File: config.mk
export PLATFORM = sky130hd
export DESIGN_NAME = integer_to_ascii_radix
export DESIGN_NICKNAME = d
export VERILOG_FILES = /design/src/design/itar_pkg.sv /design/src/design/integer_to_ascii_radix.sv /design/src/design/itar_divider.sv /design/src/design/itar_digit_stack.sv
export SDC_FILE = /design/constraint.sdc
export NUM_CORES = 1
export LEC_CHECK = 0
export BUFFER_PORTS_ARGS = -buffer_cell sky130_fd_sc_hd__buf_2
export CAP_MARGIN = 20
export CORE_ASPECT_RATIO = 1.1
export CORE_MARGIN = 8
export CORE_UTILIZATION = 60
export CTS_CLUSTER_SIZE = 30
export DETAILED_ROUTE_END_ITERATION = 16
export GPL_ROUTABILITY_DRIVEN = 0
export GPL_TIMING_DRIVEN = 1
export PLACE_DENSITY = 0.85
export SETUP_SLACK_MARGIN = 0.5
export SYNTH_ARGS = -nofsm -noshare
export SYNTH_HDL_FRONTEND = slang
export SYNTH_SLANG_ARGS = --single-unit
export TNS_END_PERCENT = 50
File: constraint.sdc
create_clock -name clk -period 4.5 [get_ports clk]
set_clock_uncertainty 0.1 [all_clocks]
set_input_delay 0.675 -clock clk [delete_from_list [all_inputs] [get_ports clk]]
set_output_delay 0.675 -clock clk [all_outputs]
set_load 0.01 [all_outputs]
File: src/design/itar_pkg.sv
// Shared types, constants and a helper function for the integer-to-ASCII converter.
package itar_pkg;

  // Radix register width and its limits.
  localparam int unsigned RADIX_W = 6;
  localparam logic [RADIX_W-1:0] RADIX_RESET   = 6'd10;
  localparam logic [RADIX_W-1:0] RADIX_MIN     = 6'd2;
  localparam logic [RADIX_W-1:0] RADIX_MAX     = 6'd36;
  localparam logic [RADIX_W-1:0] RADIX_DECIMAL = 6'd10;
  localparam logic [RADIX_W-1:0] DIGIT_NINE    = 6'd9;
  localparam logic [RADIX_W-1:0] DIGIT_TEN     = 6'd10;

  // Character codes.
  localparam int unsigned CHAR_W = 7;
  localparam logic [CHAR_W-1:0] CHAR_ZERO  = 7'h30;
  localparam logic [CHAR_W-1:0] CHAR_A     = 7'h61;
  localparam logic [CHAR_W-1:0] CHAR_MINUS = 7'h2D;

  // Status of the serial divider.
  typedef struct packed {
    logic busy;
    logic done;
  } div_status_t;

  // Status of the digit stack.
  typedef struct packed {
    logic empty;
    logic full;
  } stk_status_t;

  // Maps a digit value onto its ASCII character.
  function automatic logic [CHAR_W-1:0] digit_char(input logic [RADIX_W-1:0] d);
    logic [CHAR_W-1:0] d_ext;
    d_ext = {1'b0, d};
    if (d > DIGIT_NINE) begin
      return d_ext - {1'b0, DIGIT_TEN} + CHAR_A;
    end
    return d_ext + CHAR_ZERO;
  endfunction

endpackage

File: src/design/integer_to_ascii_radix.sv
// Top level: converts an integer, signed in base ten, into ASCII digits in a base from 2 to 36.
//
//  Channel  Direction  Payload
//  in_*     slave      tdata: value[VALUE_WIDTH-1:0], zero padded to whole bytes
//  out_*    master     tdata: character[6:0], zero bit; tlast: last
//  cfg_*    write      wdata: radix[5:0]
//
// A number is divided digit by digit in the serial divider (a load and one quotient bit
// per cycle for each digit); then the sign, if any, is sent, and each digit is read from
// the stack and loaded into the output register.
// rst_n is synchronous and active low; it sets the radix to ten and empties the block.
// A stalled output holds the character in the output register; the stack waits behind it.
module integer_to_ascii_radix import itar_pkg::*; #(
  parameter int unsigned VALUE_WIDTH = 32
) (
  input  logic                                    clk,
  input  logic                                    rst_n,
  // in_tdata: value (bits VALUE_WIDTH-1:0)
  input  logic                                    in_tvalid,
  output logic                                    in_tready,
  input  logic [((VALUE_WIDTH + 7) / 8) * 8 - 1:0] in_tdata,
  // out_tdata: character (bits 6:0)
  output logic                                    out_tvalid,
  input  logic                                    out_tready,
  output logic [7:0]                              out_tdata,
  output logic                                    out_tlast,
  input  logic                                    cfg_we,
  input  logic [RADIX_W-1:0]                      cfg_wdata
);

  typedef enum logic [2:0] {
    ST_IDLE,
    ST_DIV,
    ST_SIGN,
    ST_READ,
    ST_LOAD
  } state_t;

  state_t                 state_r;
  logic [RADIX_W-1:0]     radix_r;
  logic [RADIX_W-1:0]     base_r;
  logic                   neg_r;
  logic                   out_tvalid_r;
  logic [CHAR_W-1:0]      out_char_r;
  logic                   out_tlast_r;

  logic [VALUE_WIDTH-1:0] value;
  logic [RADIX_W-1:0]     base_eff;
  logic                   neg_in;
  logic [VALUE_WIDTH-1:0] mag;
  logic                   in_accept;
  logic                   out_free;

  logic                   div_start;
  logic [VALUE_WIDTH-1:0] div_dividend;
  logic [RADIX_W-1:0]     div_divisor;
  logic [VALUE_WIDTH-1:0] div_quotient;
  logic [RADIX_W-1:0]     div_rem;
  div_status_t            div_st;

  logic                   stk_push;
  logic                   stk_pop;
  logic [RADIX_W-1:0]     stk_rd_data;
  stk_status_t            stk_st;

  assign value     = in_tdata[VALUE_WIDTH-1:0];
  assign in_tready = (state_r == ST_IDLE);
  assign in_accept = in_tvalid && in_tready;
  assign out_free  = !out_tvalid_r || out_tready;

  // Saturate the radix into the supported range.
  always_comb begin
    priority if (radix_r < RADIX_MIN) begin
      base_eff = RADIX_MIN;
    end else if (radix_r > RADIX_MAX) begin
      base_eff = RADIX_MAX;
    end else begin
      base_eff = radix_r;
    end
  end

  // Sign only in decimal; the magnitude is formed as an unsigned pattern.
  assign neg_in = (base_eff == RADIX_DECIMAL) && value[VALUE_WIDTH-1];
  assign mag    = neg_in ? (~value + 1'b1) : value;

  // Divider and stack control.
  assign div_start    = in_accept ||
                        ((state_r == ST_DIV) && div_st.done && (div_quotient != '0));
  assign div_dividend = in_tready ? mag : div_quotient;
  assign div_divisor  = in_tready ? base_eff : base_r;
  assign stk_push     = (state_r == ST_DIV) && div_st.done;
  assign stk_pop      = (state_r == ST_READ);

  itar_divider #(
    .VALUE_WIDTH (VALUE_WIDTH)
  ) u_divider (
    .clk       (clk),
    .rst_n     (rst_n),
    .start     (div_start),
    .dividend  (div_dividend),
    .divisor   (div_divisor),
    .quotient  (div_quotient),
    .remainder (div_rem),
    .status    (div_st)
  );

  itar_digit_stack #(
    .VALUE_WIDTH (VALUE_WIDTH)
  ) u_stack (
    .clk       (clk),
    .rst_n     (rst_n),
    .push      (stk_push),
    .push_data (div_rem),
    .pop       (stk_pop),
    .rd_data   (stk_rd_data),
    .status    (stk_st)
  );

  // Radix register.
  always_ff @(posedge clk) begin
    if (!rst_n) begin
      radix_r <= RADIX_RESET;
    end else if (cfg_we) begin
      radix_r <= cfg_wdata;
    end
  end

  // Sequencer with the output register.
  always_ff @(posedge clk) begin
    if (!rst_n) begin
      state_r      <= ST_IDLE;
      out_tvalid_r <= 1'b0;
      neg_r        <= 1'b0;
      base_r       <= RADIX_RESET;
      out_char_r   <= '0;
      out_tlast_r  <= 1'b0;
    end else begin
      if (out_tvalid_r && out_tready) begin
        out_tvalid_r <= 1'b0;
      end
      unique case (state_r)
        ST_IDLE: begin
          if (in_accept) begin
            neg_r   <= neg_in;
            base_r  <= base_eff;
            state_r <= ST_DIV;
          end
        end
        ST_DIV: begin
          if (div_st.done && (div_quotient == '0)) begin
            state_r <= neg_r ? ST_SIGN : ST_READ;
          end
        end
        ST_SIGN: begin
          if (out_free) begin
            out_tvalid_r <= 1'b1;
            out_char_r   <= CHAR_MINUS;
            out_tlast_r  <= 1'b0;
            state_r      <= ST_READ;
          end
        end
        ST_READ: begin
          state_r <= ST_LOAD;
        end
        ST_LOAD: begin
          if (out_free) begin
            out_tvalid_r <= 1'b1;
            out_char_r   <= digit_char(stk_rd_data);
            out_tlast_r  <= stk_st.empty;
            state_r      <= stk_st.empty ? ST_IDLE : ST_READ;
          end
        end
        default: begin
          state_r <= ST_IDLE;
        end
      endcase
    end
  end

  assign out_tvalid = out_tvalid_r;
  assign out_tdata  = {1'b0, out_char_r};
  assign out_tlast  = out_tlast_r;

`ifndef SYNTHESIS
  a_busy_after_accept: assert property (@(posedge clk) disable iff (!rst_n)
    in_accept |=> !in_tready)
    else $error("input taken again straight after an item was accepted");

  a_done_in_divide: assert property (@(posedge clk) disable iff (!rst_n)
    div_st.done |-> (state_r == ST_DIV))
    else $error("divider finished outside the divide phase");

  a_divider_idle: assert property (@(posedge clk) disable iff (!rst_n)
    in_tready |-> !div_st.busy)
    else $error("divider busy while the block waits for an item");

  a_out_hold: assert property (@(posedge clk) disable iff (!rst_n)
    out_tvalid && !out_tready |=> out_tvalid && $stable(out_tdata) && $stable(out_tlast))
    else $error("stalled output item changed before it was taken");
`endif

endmodule

File: src/design/itar_divider.sv
// Bit-serial restoring divider: one quotient bit per cycle, divisor up to 63.
module itar_divider import itar_pkg::*; #(
  parameter int unsigned VALUE_WIDTH = 32
) (
  input  logic                   clk,
  input  logic                   rst_n,
  input  logic                   start,
  input  logic [VALUE_WIDTH-1:0] dividend,
  input  logic [RADIX_W-1:0]     divisor,
  output logic [VALUE_WIDTH-1:0] quotient,
  output logic [RADIX_W-1:0]     remainder,
  output div_status_t            status
);

  localparam int unsigned CNT_W = (VALUE_WIDTH > 1) ? $clog2(VALUE_WIDTH) : 1;
  localparam logic [CNT_W-1:0] CNT_LAST = CNT_W'(VALUE_WIDTH - 1);

  logic [VALUE_WIDTH-1:0] quo_r, quo_nxt;
  logic [RADIX_W-1:0]     rem_r, rem_nxt;
  logic [RADIX_W-1:0]     dvs_r;
  logic [CNT_W-1:0]       cnt_r;
  logic                   busy_r;
  logic                   done_r;
  logic [RADIX_W:0]       trial;
  logic                   q_bit;

  // One restoring step: bring down the next dividend bit and try a subtraction.
  always_comb begin
    trial   = {rem_r, quo_r[VALUE_WIDTH-1]};
    q_bit   = (trial >= {1'b0, dvs_r});
    rem_nxt = q_bit ? RADIX_W'(trial - {1'b0, dvs_r}) : RADIX_W'(trial);
    quo_nxt = {quo_r[VALUE_WIDTH-2:0], q_bit};
  end

  // Control: count the steps and flag completion for one cycle.
  always_ff @(posedge clk) begin
    if (!rst_n) begin
      busy_r <= 1'b0;
      done_r <= 1'b0;
      cnt_r  <= '0;
    end else begin
      done_r <= 1'b0;
      if (start) begin
        busy_r <= 1'b1;
        cnt_r  <= CNT_LAST;
      end else if (busy_r) begin
        cnt_r <= cnt_r - 1'b1;
        if (cnt_r == '0) begin
          busy_r <= 1'b0;
          done_r <= 1'b1;
        end
      end
    end
  end

  // Datapath: the dividend register shifts out as the quotient shifts in.
  always_ff @(posedge clk) begin
    if (start) begin
      quo_r <= dividend;
      rem_r <= '0;
      dvs_r <= divisor;
    end else if (busy_r) begin
      quo_r <= quo_nxt;
      rem_r <= rem_nxt;
    end
  end

  assign quotient    = quo_r;
  assign remainder   = rem_r;
  assign status.busy = busy_r;
  assign status.done = done_r;

endmodule

File: src/design/itar_digit_stack.sv
// Last-in first-out digit store that reverses the digit order for output.
module itar_digit_stack import itar_pkg::*; #(
  parameter int unsigned VALUE_WIDTH = 32
) (
  input  logic               clk,
  input  logic               rst_n,
  input  logic               push,
  input  logic [RADIX_W-1:0] push_data,
  input  logic               pop,
  output logic [RADIX_W-1:0] rd_data,
  output stk_status_t        status
);

  localparam int unsigned DEPTH  = VALUE_WIDTH;
  localparam int unsigned ADDR_W = $clog2(DEPTH);
  localparam int unsigned CNT_W  = $clog2(DEPTH + 1);

  logic [RADIX_W-1:0] mem [DEPTH];
  logic [CNT_W-1:0]   cnt_r;
  logic [CNT_W-1:0]   top_idx;
  logic [RADIX_W-1:0] rd_data_r;

  assign top_idx = cnt_r - 1'b1;

  // Fill count.
  always_ff @(posedge clk) begin
    if (!rst_n) begin
      cnt_r <= '0;
    end else if (push) begin
      cnt_r <= cnt_r + 1'b1;
    end else if (pop) begin
      cnt_r <= cnt_r - 1'b1;
    end
  end

  // Storage: write at the fill count, registered read of the top entry.
  always_ff @(posedge clk) begin
    if (push) begin
      mem[cnt_r[ADDR_W-1:0]] <= push_data;
    end
    if (pop) begin
      rd_data_r <= mem[top_idx[ADDR_W-1:0]];
    end
  end

  assign rd_data      = rd_data_r;
  assign status.empty = (cnt_r == '0);
  assign status.full  = (cnt_r == CNT_W'(DEPTH));

`ifndef SYNTHESIS
  a_no_overflow: assert property (@(posedge clk) disable iff (!rst_n)
    push |-> !status.full)
    else $error("digit pushed onto a full stack");

  a_no_underflow: assert property (@(posedge clk) disable iff (!rst_n)
    pop |-> !status.empty && !push)
    else $error("digit popped from an empty stack or during a push");
`endif

endmodule
==> key figures <==
Drt
  • Routed wl met3: 1.89 mm
  • Starting DRT DRC Count: 791
  • Via count: 7598
  • Drt total wl: 26.4 mm
  • Metal-1 WL: 10.2 mm
  • DRC viols: 0
  • TritonRoute pass-1 iters: 6
  • Vias per cell: 6.34
  • Post-route ant nets: 0
  • DR WL/cell: 22.1 um
  • Met2 Routed Length: 13.3 mm
  • Top Layer Used: met4

CTS
  • CTS Buffer Depth: 3
  • CTS Buf Count: 27
  • Post-CTS Setup Repair Bufs: 0
  • CTS root buf: clkbuf_16
  • Clock tree sinks: 280
  • CTS-repair resized insts: 0
  • Clk_lat worst skew: 0.52 ns
  • Clock slew at reported path FFs: 0.07 ns
  • CTS Hold Buffers Added: 0
  • H-Tree Level Count: 1
  • CTS tree: yes

Place
  • DP Area: 12900 um^2
  • IO buf count: 52
  • Hpwl dp: 16.8 mm
  • Placed Cells: 1149

Timing
  • Worst Tran Pin Value: 1.09 ns
  • Final Hold Vio Count: 0
  • Worst relative slew slack: 27.3%
  • Fmax: 0.295 GHz
  • Final Max Slew Viols: 0
  • Fin crit period: 3.40 ns
  • # setup viols final: 0
  • Unrepaired setup endpoints after global routing: no
  • WHS: 0.265 ns
  • Setup TNS: 0 ns
  • Final worst path period share: 75.5%

Logic synthesis
  • Number of synthesized flops with an enable pin: 236
  • XOR/XNOR Fraction of Synth Area: 3.32%
  • Area fraction of the dominant cell type after synthesis: 57.1%
  • Syn_nets: 936
  • Top cells by count, synth: edfxtp_1 (236), nor2_1 (123), mux4_2 (60)
  • Asr flop ratio synth: 0%
  • Largest family of logic cells by synthesized area: multiplexers
  • Most used DFF post-synth: edfxtp_1
  • Top-count cell post-synth: edfxtp_1
  • Cells after Synth: 873
  • Unique masters post-synth: 58
  • Synthesized-area fraction occupied by adder cells: 2.08%
  • YS warnings: 0
  • Synth Area in Compound Gates: 6.12%
  • Seq cells post-synth: 280
  • Post-synthesis sequential area ratio: 64.2%
  • Multiplexer share of the synthesized area: 12.4%
  • Area leader, netlist: edfxtp_1
  • Post-Synthesis Cell Area: 12400 um^2
  • Synth Area in Simple Gates: 9.40%
  • Synth top area cells: edfxtp_1 (57%), mux4_2 (11%), dfxtp_1 (7.1%), nor2_1 (3.7%), a21oi_1 (2.4%)
  • Avg Cell Area, Syn: 14.2 um^2

Floorplanning
  • Starting Density: 60.7%
  • IO Count: 54
  • Chip width: 153 um
  • Rows: 55
  • Die Area: 25600 um^2
  • Die height: 167 um
  • Core outline area: 20400 um^2

Power
  • Power density over the cells: 546 nW/um^2
  • Switch share: 28.1%
  • Leak: 4.67 nW
  • Sequential power share: 46.0%
  • Overall Power: 0.00756 W
  • Comb pwr share: 23.5%
  • Internal power: 0.00543 W
  • Clk pwr share: 30.5%
  • Max IR drop VDD: 0.306 mV
  • Sw Pwr: 0.00213 W

Worst setup path
  • Critical Path RT: 4.68 ns
  • CP bufs+invs: 2
  • CP arrival: 3.57 ns
  • CP max stage delay: 1.07 ns
  • Crit-path slowest cell: ha_2
  • CP Capture Type: register
  • Top cell family by delay on the critical path: multiplexers
  • Worst setup path class: reg -> reg
  • CP cell instances: inv_1 -> ha_2 -> buf_4 -> mux4_2 -> mux4_2 -> mux2_2
  • Critical Path Start Type: register
  • Crit path max fanout: 43
  • CP most frequent cell: mux4_2

Outcome
  • Outcome: completed

Layout
  • Area occupied by multi-input gates: 4160 um^2
  • Final net count: 986
  • Antenna Cells: 0
  • Final non-filler cell total: 1198
  • Area grow syn2layout: 11.5%
  • Post-route cell area: 13800 um^2
  • Register area: 7970 um^2
  • Share of layout cells above drive strength 1: 19.9%
  • # fillers: 1249

Min path
  • Hold Path Class: in -> reg

Global route
  • Grt ovf: 0
  • Total track usage: 20.6%
  • Largest net degree at the start of global routing: 59
  • Initial antenna violation count: 0
  • First-pass GRT wire length: 41.6 mm
  • Vias in the first global route: 7587

Flow run
  • Max cap viols: 0
-- stage by stage --
stage | setup slack [ns] | utilization, %
after floorplan | 1.34 | -
after global placement | 1.24 | 63.2
after detailed placement | 1.15 | 63.2
after CTS | 1.10 | 67.6
after global routing | 0.976 | 67.7
final | 1.10 | 67.7
-- path summary, 6_finish.rpt --
| kind | startpoint | to | slack (ns) | cells past startpoint |
|---|---|---|---|---|
| max | u_stack.cnt_r[1] | u_stack.rd_data[1] | 1.10 | 6 |
| min | cfg_wdata[3] | radix_r[3] | 0.27 | 3 |
| max reg2reg | u_stack.cnt_r[1] | u_stack.rd_data[1] | 1.10 | 6 |
| min reg2reg | base_r[0] | base_r[0] | 0.36 | 2 |
-- per-layer routing --
layer / global-route usage, % / vias up
met5: 0 / -
met4: 8.91 / 0
met3: 2.80 / 71
met2: 34.8 / 413
met1: 26.3 / 3711
li1: - / 3403
-- cell type report --
type	count	area share (%)
clock buffers	34	5.07
clock inverters	14	1.43
inverters	30	0.814
multi-input cells	519	30.0
flip-flops and latches	280	57.6
well taps	256	2.31
repair buffers	65	2.73
-- power groups by stage --
stage | logic, W | clock network [W] | registers, W
global route | 0.00193 | 0.00243 | 0.00350
floorplan | 0.00116 | 0 | 0.00358
CTS | 0.00172 | 0.00232 | 0.00351
detailed placement | 0.00169 | 0 | 0.00356
finish | 0.00178 | 0.00230 | 0.00348
global placement | 0.00162 | 0 | 0.00355
-- worst min-delay path, stage by stage --
cell and delay (ns):
buf_2 0.08, mux2i_1 0.05, nand2_1 0.06
-- cells by family after synthesis --
group,count (synthesis)
AOI/OAI and AO/OA,124
xor gates and xnor gates,47
adders and majority gates,20
buffers and inverters,74
DFF,280
muxes,78
other,1
and+or+nand+nor,249
-- placed cells by master (no fill, tap or decap), types with 5 or more instances in the layout --
cell and count:
nand2_1 49, buf_4 12, a31oi_1 8, buf_2 52
dfxtp_1 43, bufinv_16 5, a21oi_1 59, nor3_1 13
mux2_2 8, edfxtp_1 236, mux4_2 60, nor2_1 123
clkbuf_16 27, or3_1 5, a211oi_1 7, o21ai_0 18
o31ai_1 5, inv_1 30, ha_1 18, nand2b_1 6
nor4_1 11, nor2b_1 5, xnor2_1 31, clkbuf_1 7
xor2_1 15, nand3_1 9, clkinv_1 5, o21a_1 5
mux2i_1 10
-- state kept, by name, summed over array words and instances, names as in the netlist, 3 cells and up --
| signal | flops |
|---|---|
| base_r | 6 |
| u_stack.cnt_r | 6 |
| radix_r | 6 |
| u_divider.quotient | 32 |
| state_r | 3 |
| u_divider.dvs_r | 6 |
| u_divider.remainder | 6 |
| u_divider.cnt_r | 5 |
| u_stack.rd_data | 6 |
| out_char_r | 7 |
| u_stack.mem | 192 |
Power figures use the tool's default switching activity.
